--- config.mk ---
export PLATFORM = sky130hd
export DESIGN_NAME = stq_front
export DESIGN_NICKNAME = d
export VERILOG_FILES = /design/src/sv/stq_pkg.sv /design/src/sv/stq_front.sv
export SDC_FILE = /design/constraint.sdc
export NUM_CORES = 1
export LEC_CHECK = 0
export BUFFER_PORTS_ARGS = -buffer_cell sky130_fd_sc_hd__buf_2
export CAP_MARGIN = 20
export CORE_MARGIN = 4
export CORE_UTILIZATION = 35
export DETAILED_ROUTE_END_ITERATION = 10
export PLACE_DENSITY = 0.75
export SLEW_MARGIN = 20
export SYNTH_ARGS = -nofsm -noshare
export SYNTH_HDL_FRONTEND = slang
export SYNTH_SLANG_ARGS = --single-unit
--- constraint.sdc ---
create_clock -name i_clk -period 20.7 [get_ports i_clk]
set_input_delay 1.035 -clock i_clk [delete_from_list [all_inputs] [get_ports i_clk]]
set_output_delay 1.035 -clock i_clk [all_outputs]
set_load 0.005 [all_outputs]
--- src/sv/stq_pkg.sv ---
// Shared types and constants for the session timeout queue.
// Holds command and result records, status codes and register indexes.
// Depends on nothing.
`default_nettype none

package stq_pkg;

    localparam int THREADS_DEF = 4;
    localparam int ENTRIES_DEF = 256;

    localparam int CFG_IDX_W  = 1;
    localparam int CFG_DATA_W = 32;
    localparam logic [CFG_IDX_W-1:0] CFG_TIMEOUT = 1'b0;
    localparam logic [CFG_IDX_W-1:0] CFG_BATCH   = 1'b1;

    localparam logic [31:0] TIMEOUT_RST = 32'd60;
    localparam logic [5:0]  BATCH_RST   = 6'd63;

    typedef enum logic [1:0] {
        OP_UPSERT = 2'd0,
        OP_REMOVE = 2'd1,
        OP_TICK   = 2'd2,
        OP_FLUSH  = 2'd3
    } t_op;

    typedef enum logic [1:0] {
        ST_OK       = 2'd0,
        ST_INSERTED = 2'd1,
        ST_NOTFOUND = 2'd2,
        ST_FULL     = 2'd3
    } t_status;

    typedef struct packed {
        t_op         op;
        logic        in_range;
        logic [1:0]  thread;
        logic [63:0] key;
        logic [31:0] user;
        logic [31:0] now;
        logic [31:0] expiry;
    } t_cmd;

    typedef struct packed {
        logic        kind;
        logic [63:0] key;
        logic [31:0] user;
        t_status     status;
        logic [8:0]  occ;
        logic        last;
    } t_res;

endpackage

`default_nettype wire

--- src/sv/stq_front.sv ---
// Front stage: takes input transactions, classifies the command and the
// thread range, and forms the expiry time. Depends on stq_pkg.
`default_nettype none

module stq_front #(
    parameter int THREADS = stq_pkg::THREADS_DEF
) (
    input  wire                i_clk,
    input  wire                i_rst_n,
    input  wire                i_push,
    output logic               o_full,
    input  wire  [1:0]         i_cmd,
    input  wire  [1:0]         i_thread_index,
    input  wire  [63:0]        i_session_key,
    input  wire  [31:0]        i_user_word,
    input  wire  [31:0]        i_now_secs,
    input  wire  [31:0]        i_timeout,
    output logic               o_vld,
    output stq_pkg::t_cmd      o_cmd,
    input  wire                i_take
);
    import stq_pkg::*;

    logic r_vld;
    t_cmd r_cmd;
    logic w_acc;

    assign o_full = r_vld && !i_take;
    assign w_acc  = i_push && !o_full;
    assign o_vld  = r_vld;
    assign o_cmd  = r_cmd;

    always_ff @(posedge i_clk) begin
        if (!i_rst_n) begin
            r_vld <= 1'b0;
        end else if (w_acc) begin
            r_vld <= 1'b1;
        end else if (i_take) begin
            r_vld <= 1'b0;
        end
    end

    always_ff @(posedge i_clk) begin
        if (w_acc) begin
            r_cmd.op       <= t_op'(i_cmd);
            r_cmd.in_range <= (32'(i_thread_index) < THREADS);
            r_cmd.thread   <= i_thread_index;
            r_cmd.key      <= i_session_key;
            r_cmd.user     <= i_user_word;
            r_cmd.now      <= i_now_secs;
            r_cmd.expiry   <= i_now_secs + i_timeout;
        end
    end

endmodule

`default_nettype wire

==> results_dict.tcl <==
set metrics [dict create \
    synth-xor-area-share 0.03656 \
    synthTopCellsByCount "edfxtp_1 (164), a21oi_1 (35), ha_1 (31)" \
    gr-total-overflow 0 \
    die_h_um 146.4 \
    drc 0 \
    synth_top_family_by_area "compound AO/OA/AOI/OAI gates" \
    drtAntennaViolNets 0 \
    htree_levels 4 \
    finalMaxSlewViolations 0 \
    grt_pass1_wl_mm 27.59 \
    final_nets 956 \
    grt_pass1_vias 4932 \
    grt_max_degree 85 \
    hold_violations 0 \
    cap_violations 0 \
    ys_seq_area_frac 0.7372 \
    finalCritPeriodShare 0.1546 \
    path_class "in -> reg" \
    cts.repair.resized 0 \
    tightest_slew_ps 993.1 \
    postCtsHoldBufs 0 \
    crit_chain "buf_2 > ha_1 > a21o_1 > a211o_1 > o311ai_1 > o221ai_1 > mux2i_1 > a21oi_1 > o311ai_0" \
    core_region_area_um2 18770 \
    synth.area.mux_share 0.002985 \
    clock_path_buffers 2 \
    rsz0062_at_grt "no" \
    die_x_um 146.4 \
    synthAdderAreaFrac 0.06081 \
    holdWs_ps 699.7 \
    max_stage_delay_ps 480 \
    skew_ps 8.015 \
    drtIter0Drc 317 \
    via_per_inst 4.861 \
    async_reset_ff_frac 0 \
    drt-total-wl_mm 18.37 \
    gp_congestion 0.8348 \
    yosysWarnings 0 \
    die_area_um2 21440 \
    insertion_delay_ps 420 \
    cts_tree "built" \
    multiInputGateArea_um2 1717 \
    tns_ps 0 \
    p_leak_uw 0.004018 \
    cp_slowest_cell "o311ai_1" \
    first_pass_iters 4 \
    vias 4885 \
    cts.clk_slew.worst_paths_ps 70 \
    seq_area_um2 4945 \
    cts-root-buf "clkbuf_16" \
    slew_headroom 0.3379 \
    wl_per_cell_um 18.28 \
    cts_setup_buffers 0 \
    drive_gt1_frac 0.4889 \
    synth_area_um2 6708 \
    synth_most_common_cell "edfxtp_1" \
    synth_compound_area_frac 0.1017 \
    period_needed_ps 3200 \
    dp_hpwl_mm 14.52 \
    setup_viol 0 \
    powerDensity_nw_per_um2 89.22 \
    synth_area_leaders "edfxtp_1 (73%), ha_1 (5.8%), a21oi_1 (2.6%)" \
    start_kind "input port" \
    io_buffers 333 \
    synthFlopType "edfxtp_1" \
    syn2layout_area_growth_pct 37.74 \
    timing.fmax_mhz 312.5 \
    antenna_found_initial 1 \
    dp_worst_setup_slack_ps 17130 \
    rows 50 \
    post-synth-top-area-cell "edfxtp_1" \
    synth.distinct_cells 48 \
    max-vdd-ir-drop_uv 53.55 \
    required_ps 20840 \
    synth_seq_cells 165 \
    cts_sinks 165 \
    gr-usage-all-layers 0.1670 \
    status "completed" \
    nFillCells 1658 \
    start_util 0.3574 \
    hold_class "reg -> reg" \
    synth_top_area_share 0.7342 \
    cts_buffers 17 \
    io_pins 335 \
    crit_arrival_ps 3340 \
    syn-instance-count 410 \
    syn_nets 610 \
    setup_ws_ps 17500 \
    avgSynthCellArea_um2 16.36 \
    yosys.area_share.simple 0.05223 \
    worstPathMaxFanout 9 \
    cp-end-kind "flop" \
    synth_edf_count 164 \
]
==> metrics by stage <==
| step | utilization | instances | area (um^2) | total power [uW] |
|---|---|---|---|---|
| 2_1_floorplan | - | 410 | 6708 | 473.3 |
| 3_3_place_gp | 0.4609 | 971 | 8651 | 523.7 |
| 3_5_place_dp | 0.4609 | 971 | 8651 | 526.6 |
| 4_1_cts | 0.4918 | 1003 | 9230 | 833.1 |
| 5_1_grt | 0.4921 | 1004 | 9236 | 862.5 |
| 6_report | 0.4923 | 1005 | 9239 | 824.3 |
==> cell families after synthesis <==
kind of cell               Yosys count
DFF                                165
AOI/OAI and AO/OA                  100
and+or+nand+nor                     70
adders and majority gates           32
xor gates and xnor gates            28
buffers and inverters               12
muxes                                2
other                                1
==> worst max-delay path: cells and delay by family <==
| family | cells | cell delay (ps) |
|---|---|---|
| AOI/OAI and AO/OA | 6 | 1630 |
| adders and majority gates | 1 | 400 |
| buffers and inverters | 1 | 100 |
| muxes | 1 | 170 |
==> power breakdown <==
part           leakage, uW  switching (uW)  internal [uW]
clock             0.000284             145            161
combinational      0.00214            62.9           51.0
sequential         0.00159            5.64            399
==> flip-flops by register name (all words and copies together) (netlist names) <==
signal / count
o_vld: 1
o_cmd: 164
==> layer usage <==
metal / GRT usage / vias to the layer above / wire, um
li1: - / 2305 / -
met1: 0.1909 / 2291 / 6897
met2: 0.2929 / 256 / 9408
met3: 0.04655 / 33 / 1462
met4: 0.07291 / 0 / 600
met5: 0 / - / 0
==> area by class of cell <==
cell class,count,share of cell area
Antenna cell,2,0.0005417
Tap cell,234,0.03169
Clock buffer,17,0.04605
Inverter,4,0.001625
Multi-Input combinational cell,233,0.1858
Sequential cell,165,0.5352
Timing Repair Buffer,335,0.1824
Clock inverter,15,0.01666
==> path summary, 6_finish.rpt <==
| path | slack (ps) | from | to | cells after the start |
|---|---|---|---|---|
| setup / recovery | 17500 | i_now_secs[15] | o_cmd[30]$_DFFE_PP_ | 9 |
| hold / removal | 700 | o_vld$_SDFFE_PN0P_ | o_vld$_SDFFE_PN0P_ | 2 |
| setup reg to reg | 18890 | o_vld$_SDFFE_PN0P_ | o_cmd[143]$_DFFE_PP_ | 3 |
| hold reg to reg | 700 | o_vld$_SDFFE_PN0P_ | o_vld$_SDFFE_PN0P_ | 2 |
==> cell usage in the layout (no fill, tap or decap), drive strengths merged, types with 3 or more instances in the layout <==
master	count
buf	335
edfxtp	164
a21oi	35
ha	31
nand2	24
a21o	19
clkbuf	17
xnor2	15
o21ai	13
xor2	13
inv	13
nor2	10
nand3	8
nand4	7
a211oi	6
o21a	5
clkinv	5
o21bai	4
or2	3
nor3	3
a31oi	3
nor2b	3
a211o	3
Power figures use the tool's default switching activity.
