File: src/sv/stq_fifo.sv
// Small register queue used between the front, the engine and the result ports.
// Generic in width and depth; depends on nothing.
`default_nettype none

module stq_fifo #(
    parameter int W     = 8,
    parameter int DEPTH = 2
) (
    input  wire          i_clk,
    input  wire          i_rst_n,
    input  wire          i_push,
    output logic         o_full,
    input  wire  [W-1:0] i_data,
    output logic         o_empty,
    input  wire          i_pop,
    output logic [W-1:0] o_data
);
    localparam int PW = (DEPTH > 1) ? $clog2(DEPTH) : 1;
    localparam int NW = $clog2(DEPTH + 1);

    logic [W-1:0]  r_mem [DEPTH];
    logic [PW-1:0] r_wp, r_rp;
    logic [NW-1:0] r_cnt;
    logic          w_push, w_pop;

    assign o_full  = (r_cnt == NW'(DEPTH));
    assign o_empty = (r_cnt == '0);
    assign o_data  = r_mem[r_rp];
    assign w_push  = i_push && !o_full;
    assign w_pop   = i_pop && !o_empty;

    always_ff @(posedge i_clk) begin
        if (w_push) begin
            r_mem[r_wp] <= i_data;
        end
    end

    always_ff @(posedge i_clk) begin
        if (!i_rst_n) begin
            r_wp  <= '0;
            r_rp  <= '0;
            r_cnt <= '0;
        end else begin
            if (w_push) begin
                r_wp <= (r_wp == PW'(DEPTH - 1)) ? '0 : r_wp + 1'b1;
            end
            if (w_pop) begin
                r_rp <= (r_rp == PW'(DEPTH - 1)) ? '0 : r_rp + 1'b1;
            end
            if (w_push && !w_pop) begin
                r_cnt <= r_cnt + 1'b1;
            end else if (w_pop && !w_push) begin
                r_cnt <= r_cnt - 1'b1;
            end
        end
    end

endmodule

`default_nettype wire

File: config.mk
export PLATFORM = sky130hd
export DESIGN_NAME = stq_fifo
export DESIGN_NICKNAME = d
export VERILOG_FILES = /design/src/sv/stq_fifo.sv
export SDC_FILE = /design/constraint.sdc
export NUM_CORES = 1
export LEC_CHECK = 0
export ABC_AREA = 1
export BUFFER_PORTS_ARGS = -buffer_cell sky130_fd_sc_hd__buf_2
export CAP_MARGIN = 20
export CORE_MARGIN = 2
export CORE_UTILIZATION = 53
export CTS_BUF_LIST = sky130_fd_sc_hd__clkbuf_16
export DETAILED_ROUTE_END_ITERATION = 7
export PLACE_DENSITY = 0.76
export SYNTH_ARGS = -nofsm -noshare
export SYNTH_HDL_FRONTEND = slang
export SYNTH_SLANG_ARGS = --single-unit
export TNS_END_PERCENT = 5
File: constraint.sdc
create_clock -name i_clk -period 3.61 [get_ports i_clk]
set_input_delay 0.722 -clock i_clk [delete_from_list [all_inputs] [get_ports i_clk]]
set_output_delay 0.722 -clock i_clk [all_outputs]
set_load 0.01 [all_outputs]
==> impl_metrics.env, run 1 <==
export IMPL_min_from="r_rp"
export IMPL_fp_row_count=14
export IMPL_cts_hold_buf=0
export IMPL_ys_types=15
export IMPL_cts_setup_buffers=0
export IMPL_antennaDiodeCount=0
export IMPL_synth_edf_count=16
export IMPL_hpwl_um=895.7
export IMPL_maxSlewHeadroom=0.5293
export IMPL_io_buffers=21
export IMPL_p_sw_frac=0.2771
export IMPL_fillers=113
export IMPL_ir_drop_uv=490.4
export IMPL_hold_class="flip-flop to flip-flop"
export IMPL_synth_top_area_share=0.5836
export IMPL_grt_pass1_wl_mm=1.863
export IMPL_syn_inst=63
export IMPL_clk_pin_slew_worst_paths_ns=0.05
export IMPL_vias=509
export IMPL_clock_sinks=21
export IMPL_seqCellArea_um2=580.6
export IMPL_wl_per_cell_um=11.64
export IMPL_p_leak_nw=0.4351
export IMPL_cts_buffer_depth=2
export IMPL_syn_nets=76
export IMPL_clock_latency_ns=0.24
export IMPL_synth_top_family_by_area="multiplexers"
export IMPL_status="completed"
export IMPL_grt_pass1_vias=490
export IMPL_crit_buf_inv=1
export IMPL_arrival_ns=1.27
export IMPL_r2r_end="r_mem[1][0]"
export IMPL_cts_root_buf="clkbuf_16"
export IMPL_htree_levels=1
export IMPL_timing_hold_ws_ns=0.5143
export IMPL_final_layout_size_suffix_gt1_frac=0.4023
export IMPL_maxSlewViolCount=0
export IMPL_cts_tree="done"
export IMPL_first_pass_iters=4
export IMPL_synthSimpleGateAreaFrac=0.09422
export IMPL_layout_nets=101
export IMPL_areaGrowthSynthToFinish_pct=24.16
export IMPL_die_area_um2=1884
export IMPL_cts_resized_gates=0
export IMPL_ant_nets=0
export IMPL_cp_max_fo=8
export IMPL_pin_count=22
export IMPL_cp_start_kind="flip-flop"
export IMPL_max_stage_delay_ns=0.51
export IMPL_post_place_ws_ns=1.797
export IMPL_skew_ns=0.001966
export IMPL_finalHoldViolations=0
export IMPL_final_setup_worst_slack_ns=1.614
export IMPL_synthXorXnorAreaFrac=0
export IMPL_p_int_w=0.0005425
export IMPL_cts_made_buffers=3
export IMPL_synth_area_leaders="edfxtp_1 58%, dfxtp_1 12%, mux2_2 11%"
export IMPL_synth_ff_type="edfxtp_1"
export IMPL_yosys_area_share_adder=0.01520
export IMPL_synth_compound_area_frac=0.02888
export IMPL_crit_type="flip-flop to output port"
export IMPL_r2r_cells=2
export IMPL_gp_congestion=0.6910
export IMPL_max_cap_violations=0
export IMPL_p_sw_w=0.0002079
export IMPL_p_clk_frac=0.291
export IMPL_ys_seq_area_frac=0.7052
export IMPL_yosysTopAreaCell="edfxtp_1"
export IMPL_fin_crit_sh=0.5528
export IMPL_syn_area_um2=823.3
export IMPL_multi_input_area_um2=203.9
export IMPL_grtUsageTotal=0.1425
export IMPL_grt_max_degree=12
export IMPL_yosys_warnings=0
export IMPL_rsz0062_at_grt="no"
export IMPL_worstPathCellList="mux2_2, buf_2"
export IMPL_hold_depth=2
export IMPL_yosys_top_cells_count="16 x edfxtp_1, 10 x nor2_1, 8 x inv_1, 8 x mux2_2, 6 x nand2_1"
export IMPL_drc=0
export IMPL_drt_initial_drc_count=13
export IMPL_finalSetupTns_ns=0
export IMPL_ys_ff_latch=21
export IMPL_setup_violations=0
export IMPL_power_density_nw_per_um2=734.2
export IMPL_core_area_um2=1489
export IMPL_crit_path_end_kind="output port"
export IMPL_worstMarginPinSlew_ns=0.7034
export IMPL_overflow=0
export IMPL_synth_mux_area_frac=0.1094
export IMPL_worstPathRequired_ns=2.89
export IMPL_critPathTopFamily="flip-flops"
export IMPL_post_synth_top_count_cell="edfxtp_1"
export IMPL_async_flop_share=0
export IMPL_pwr_share_comb=0.259
export IMPL_chipHeight_um=43.41
export IMPL_hold_path_end="r_rp"
export IMPL_seqPwrFrac=0.450
export IMPL_initial_core_util=0.5529
export IMPL_worst_path_max_delay_cell="dfxtp_1"
export IMPL_reg2reg_from="r_cnt[0]"
export IMPL_die_w_um=43.41
export IMPL_syn_avg_cell_area_um2=13.07
export IMPL_antenna_found_initial=0
export IMPL_wirelength_mm=1.199
export IMPL_max_freq_mhz=501.1
export IMPL_rrSetupSlack_ns=2.15
export IMPL_via_per_inst=4.942
export IMPL_min_period_ns=1.996
## registers in the layout (all words and copies together), names as in the netlist, named ones only
register / flops
r_rp: 1
r_wp: 1
r_cnt: 2
r_mem: 16
## cell usage in the layout, fill, tap and decap left out
cell type,netlist,routed
buf_2,1,21
edfxtp_1,16,16
nor2_1,10,10
inv_1,8,9
mux2_2,8,8
nand2_1,6,6
dfxtp_1,5,5
clkbuf_16,0,3
o21ai_0,2,2
o21ai_2,1,1
nor2_2,1,1
inv_2,1,1
a21oi_1,1,1
nand3_1,1,1
nand4_1,1,1
ha_1,1,1
## through the flow
stage          instances  total power [W]  utilization  area (µm²)
5_1_grt              103        0.0007952       0.6866        1022
3_5_place_dp          99        0.0005390       0.6336       943.4
3_3_place_gp          99        0.0005299       0.6336       943.4
2_1_floorplan         63        0.0004749            -       823.3
6_report             103        0.0007505       0.6866        1022
4_1_cts              103        0.0007630       0.6866        1022
## metal layers
metal,wire [µm],track usage
met5,0,0
met2,711,0.2806
met3,64,0.04167
met4,11,0.09091
met1,411,0.1183
## worst max path at each step
stage	startpoint	slack, ns	to	cells past startpoint
final	flip-flop	1.61	o_data[6]	2
after global routing	flip-flop	1.54	o_data[5]	2
after CTS	flip-flop	1.58	o_data[6]	2
after detailed placement	i_push	1.80	r_mem[1][0]	3
after global placement	i_push	1.82	r_mem[1][7]	3
after floorplan	i_pop	2.04	r_cnt[1]	9
## tightest hold or removal path, stage by stage (launching register included)
cell,delay (ns)
dfxtp_1,0.32
nor2_1,0.06
nor2_1,0.10
## final cells by class
| cell class | count | area share |
|---|---|---|
| Tap cell | 16 | 0.01958 |
| Inverter | 9 | 0.03305 |
| Timing Repair Buffer | 21 | 0.1028 |
| Clock inverter | 1 | 0.003672 |
| Multi-Input combinational cell | 32 | 0.1995 |
| Clock buffer | 3 | 0.07344 |
| Sequential cell | 21 | 0.5679 |
## power groups by stage
stage          clock network [W]  registers (W)  logic [W]
4_1_cts                 0.000227       0.000339   0.000198
6_report                0.000219       0.000338   0.000194
5_1_grt                 0.000233       0.000343   0.000219
3_5_place_dp                   0       0.000344   0.000195
2_1_floorplan                  0       0.000329   0.000146
3_3_place_gp                   0       0.000342   0.000188
## cells by family (layout without fill, tap and decap cells)
kind of cell / count (synthesis) / count (layout)
fa+ha+maj: 1 / 1
mux: 8 / 8
flops: 21 / 21
compound gates: 4 / 4
simple gates: 19 / 19
buf+inv: 10 / 34
No activity file was read; power rests on OpenSTA's default activity.
==> run 2: changes to the inputs <==
CORE_UTILIZATION = 49   (was 53)
PLACE_DENSITY = 0.71   (was 0.76)
clock period = 2.1 ns   (was 3.61 ns; I/O delays follow)
==> impl_metrics.env, run 2 (synthesis results as in run 1) <==
export IMPL_setup_violations=0
export IMPL_post_place_ws_ns=0.6154
export IMPL_final_setup_worst_slack_ns=0.3691
export IMPL_biggestRegsByFlops="r_mem (16), r_cnt (2)"
export IMPL_overflow=0
export IMPL_layout_nets=103
export IMPL_chipHeight_um=44.99
export IMPL_dr_wl_met2_um=667
export IMPL_cts_setup_buffers=0
export IMPL_wl_per_cell_um=12.30
export IMPL_grt_max_degree=13
export IMPL_worstMarginPinSlew_ns=0.4103
export IMPL_vias=519
export IMPL_pwr_share_comb=0.261
export IMPL_p_clk_frac=0.296
export IMPL_worstSetupEndpoint="o_data[1]"
export IMPL_largest_reg_flops=16
export IMPL_die_w_um=44.99
export IMPL_p_int_w=0.0009438
export IMPL_max_freq_mhz=577.7
export IMPL_cp_max_fo=8
export IMPL_first_pass_iters=4
export IMPL_p_sw_w=0.0003709
export IMPL_hold_depth=1
export IMPL_initial_core_util=0.5341
export IMPL_cts_root_buf="clkbuf_16"
export IMPL_p_leak_nw=0.4440
export IMPL_pin_count=22
export IMPL_max_cap_violations=0
export IMPL_cts_made_buffers=3
export IMPL_fin_crit_sh=0.8242
export IMPL_met1_length_um=508
export IMPL_ir_drop_uv=846.6
export IMPL_maxSlewViolCount=0
export IMPL_routed_top_layer="met4"
export IMPL_die_area_um2=2024
export IMPL_hold_class="input pin to flip-flop"
export IMPL_worstPathRequired_ns=1.68
export IMPL_wirelength_mm=1.292
export IMPL_drt_initial_drc_count=10
export IMPL_p_sw_frac=0.2821
export IMPL_seqCellArea_um2=580.6
export IMPL_fp_row_count=14
export IMPL_via_per_inst=4.943
export IMPL_arrival_ns=1.31
export IMPL_cts_hold_buf=0
export IMPL_core_area_um2=1541
export IMPL_io_buffers=21
export IMPL_cts_resized_gates=0
export IMPL_fillers=134
export IMPL_regMostFlops="r_mem"
export IMPL_clock_sinks=21
export IMPL_multi_input_area_um2=203.9
export IMPL_wl_met3_um=88
export IMPL_grt_pass1_wl_mm=2.070
export IMPL_grt_pass1_vias=529
export IMPL_maxSlewHeadroom=0.7254
export IMPL_power_density_nw_per_um2=1266
export IMPL_antenna_found_initial=0
export IMPL_r2r_cells=9
export IMPL_r2r_end="r_cnt[1]"
export IMPL_final_cell_mix="21 x buf_2, 16 x edfxtp_1, 10 x nor2_1"
export IMPL_rsz0062_at_grt="no"
export IMPL_final_layout_size_suffix_gt1_frac=0.4270
export IMPL_areaGrowthSynthToFinish_pct=26.14
export IMPL_cp_start_kind="flip-flop"
export IMPL_status="completed"
export IMPL_finalHoldViolations=0
export IMPL_clock_latency_ns=0.25
export IMPL_cts_tree="done"
export IMPL_ant_nets=0
export IMPL_antennaDiodeCount=0
export IMPL_crit_type="flip-flop to output port"
export IMPL_clk_pin_slew_worst_paths_ns=0.05
export IMPL_skew_ns=0.001439
export IMPL_grtUsageTotal=0.1539
export IMPL_cts_buffer_depth=2
export IMPL_hpwl_um=944.4
export IMPL_crit_path_end_kind="output port"
export IMPL_gp_congestion=0.7907
export IMPL_seqPwrFrac=0.443
export IMPL_rrSetupSlack_ns=0.69
export IMPL_htree_levels=1
export IMPL_min_period_ns=1.731
export IMPL_finalSetupTns_ns=0
export IMPL_mostFrequentLayoutCell="buf_2"
export IMPL_drc=0
export IMPL_reg2reg_from="r_cnt[1]"
==> run 2: critical path: stages (launching register included) <==
cell     delay (ns)
dfxtp_1        0.54
mux2_2         0.38
buf_2          0.14
==> run 2: final cells by class <==
| cell class | count | share of cell area |
|---|---|---|
| Clock buffer | 3 | 0.07229 |
| Timing Repair Buffer | 23 | 0.1157 |
| Inverter | 9 | 0.03253 |
| Sequential cell | 21 | 0.5590 |
| Tap cell | 16 | 0.01928 |
| Clock inverter | 1 | 0.004819 |
| Multi-Input combinational cell | 32 | 0.1964 |
==> run 2: how the worst min path moves through the flow <==
stage	end	slack (ns)	startpoint
2_1_floorplan	flip-flop	0.47	r_rp
3_3_place_gp	r_rp	0.48	r_rp
3_5_place_dp	flip-flop	0.49	r_rp
4_1_cts	r_mem[1][4]	0.35	i_data[4]
5_1_grt	r_mem[0][4]	0.35	i_data[4]
6_report	r_mem[0][4]	0.36	i_data[4]
==> run 2: per-stage QoR <==
step                hold slack [ns]  cell area, µm²  std cells  utilization  total power [W]
global route                 0.3507            1039        105       0.6737         0.001392
finish                       0.3572            1039        105       0.6737         0.001315
detailed placement           0.4898           958.4        101       0.6218        0.0009383
floorplan                    0.4669           823.3         63            -        0.0008164
global placement             0.4767           958.4        101       0.6218        0.0009231
CTS                          0.3544            1039        105       0.6737         0.001331
==> run 2: power by group through the flow <==
stage                     Clock, W  Combinational, W  Sequential (W)
final                     0.000390          0.000343        0.000582
after global routing      0.000413          0.000385        0.000594
after CTS                 0.000396          0.000350        0.000584
after detailed placement         0          0.000347        0.000591
after global placement           0          0.000337        0.000586
after floorplan                  0          0.000251        0.000566
==> run 2: metal layers <==
metal / global-route usage / up-vias
met5: 0 / -
met4: 0.07059 / 0
met3: 0.06400 / 4
met2: 0.2829 / 14
met1: 0.1456 / 234
li1: - / 267
==> run 3: changes to the inputs <==
CORE_UTILIZATION = 44   (was 49)
PLACE_DENSITY = 0.67   (was 0.71)
clock period = 1.46 ns   (was 2.1 ns; I/O delays follow)
==> impl_metrics.env, run 3 (synthesis results as in run 1) <==
export IMPL_maxSlewHeadroom=0.8742
export IMPL_biggestRegsByFlops="r_mem (16), r_cnt (2)"
export IMPL_die_area_um2=2233
export IMPL_clock_sinks=21
export IMPL_overflow=0
export IMPL_cp_start_kind="flip-flop"
export IMPL_final_layout_size_suffix_gt1_frac=0.4667
export IMPL_cts_buffer_depth=2
export IMPL_clock_latency_ns=0.25
export IMPL_max_freq_mhz=699.1
export IMPL_areaGrowthSynthToFinish_pct=30.55
export IMPL_vias=512
export IMPL_final_cell_mix="21 x buf_2, 16 x edfxtp_1, 10 x nor2_1"
export IMPL_initial_core_util=0.4717
export IMPL_wirelength_mm=1.248
export IMPL_grtUsageTotal=0.1160
export IMPL_post_place_ws_ns=0.07663
export IMPL_p_leak_nw=0.4521
export IMPL_cts_made_buffers=3
export IMPL_final_setup_worst_slack_ns=0.02956
export IMPL_crit_path_end_kind="output port"
export IMPL_maxSlewViolCount=0
export IMPL_hold_class="input pin to flip-flop"
export IMPL_min_period_ns=1.430
export IMPL_skew_ns=0.002118
export IMPL_largest_reg_flops=16
export IMPL_drt_initial_drc_count=3
export IMPL_cts_tree="done"
export IMPL_mostFrequentLayoutCell="buf_2"
export IMPL_antennaDiodeCount=0
export IMPL_worstMarginPinSlew_ns=0.1886
export IMPL_hpwl_um=821.3
export IMPL_pin_count=22
export IMPL_setup_violations=0
export IMPL_power_density_nw_per_um2=1787
export IMPL_clk_pin_slew_worst_paths_ns=0.05
export IMPL_status="completed"
export IMPL_finalSetupTns_ns=0
export IMPL_antenna_found_initial=0
export IMPL_die_w_um=47.26
export IMPL_grt_pass1_wl_mm=1.704
export IMPL_drc=0
export IMPL_io_buffers=21
export IMPL_grt_max_degree=12
export IMPL_htree_levels=1
export IMPL_rsz0062_at_grt="yes"
export IMPL_wl_per_cell_um=10.85
export IMPL_fin_crit_sh=0.9798
export IMPL_regMostFlops="r_mem"
export IMPL_finalHoldViolations=0
export IMPL_core_area_um2=1745
export IMPL_max_cap_violations=0
export IMPL_cp_max_fo=8
export IMPL_worstPathRequired_ns=1.17
export IMPL_ant_nets=0
export IMPL_via_per_inst=4.452
export IMPL_layout_nets=104
export IMPL_arrival_ns=1.14
export IMPL_ir_drop_uv=1125
export IMPL_first_pass_iters=4
export IMPL_gp_congestion=0.7001
export IMPL_chipHeight_um=47.26
export IMPL_cts_root_buf="clkbuf_16"
export IMPL_fp_row_count=15
export IMPL_grt_pass1_vias=438
export IMPL_cts_hold_buf=0
export IMPL_crit_type="flip-flop to output port"
## run 3: changes by cell type in the layout (fill, tap and decap cells not counted)
| cell | previous run | this run |
|---|---|---|
| buf_4 | 2 | 3 |
| dfxtp_2 | 0 | 2 |
| ha_4 | 0 | 1 |
| inv_1 | 8 | 9 |
| clkinv_2 | 1 | 0 |
| ha_1 | 1 | 0 |
| dfxtp_4 | 0 | 1 |
| dfxtp_1 | 5 | 2 |
## run 3: critical path: stages, from the launching register on
cell     delay [ns]
dfxtp_4        0.40
mux2_2         0.35
buf_2          0.14
## run 3: timing repair
action,in CTS,in global routing
buffers inserted,0,1
pin swaps,0,1
endpoints found under the hold margin,0,0
resized for setup,2,3
endpoints found under the setup margin,8,5
## run 3: path summary, 6_finish.rpt
kind	startpoint	to	slack, ns	cells after the start
hold / removal	i_data[1]	r_mem[0][1]	0.23	1
setup reg to reg	r_cnt[1]	r_cnt[1]	0.13	9
setup / recovery	flip-flop	o_data[2]	0.03	2
hold reg to reg	r_cnt[0]	r_cnt[0]	0.50	2
## run 3: power by group
part	total (W)	internal [W]	switching [W]
registers	0.000845	0.000775	0.0000698
clock network	0.000549	0.000364	0.000185
logic	0.000527	0.000249	0.000277
total	0.00192	0.00139	0.000532
## run 3: cell type report
type	count	area, µm²
timing repair buffer	24	127.6
sequential	21	586.8
multi-input combinational	32	216.5
fill	138	670.6
tap	25	31.28
clock buffer	3	75.07
inverter	9	33.78
clock inverter	1	3.754
## run 3: through the flow
stage,util,area (µm²),power [W],cells,hold WS (ns)
after floorplan,-,823.3,0.001174,63,0.3909
after global routing,0.6158,1075,0.002046,115,0.2287
after CTS,0.6029,1052,0.001904,114,0.2277
final,0.6158,1075,0.001920,115,0.2310
after global placement,0.5556,969.7,0.001332,110,0.4788
after detailed placement,0.5556,969.7,0.001341,110,0.4830
## run 3: routing by layer
metal | global-route usage | share of wire
met1 | 0.1296 | 0.44
met2 | 0.1865 | 0.50
met3 | 0.03462 | 0.052
met4 | 0.08333 | 0.0072
met5 | 0 | 0
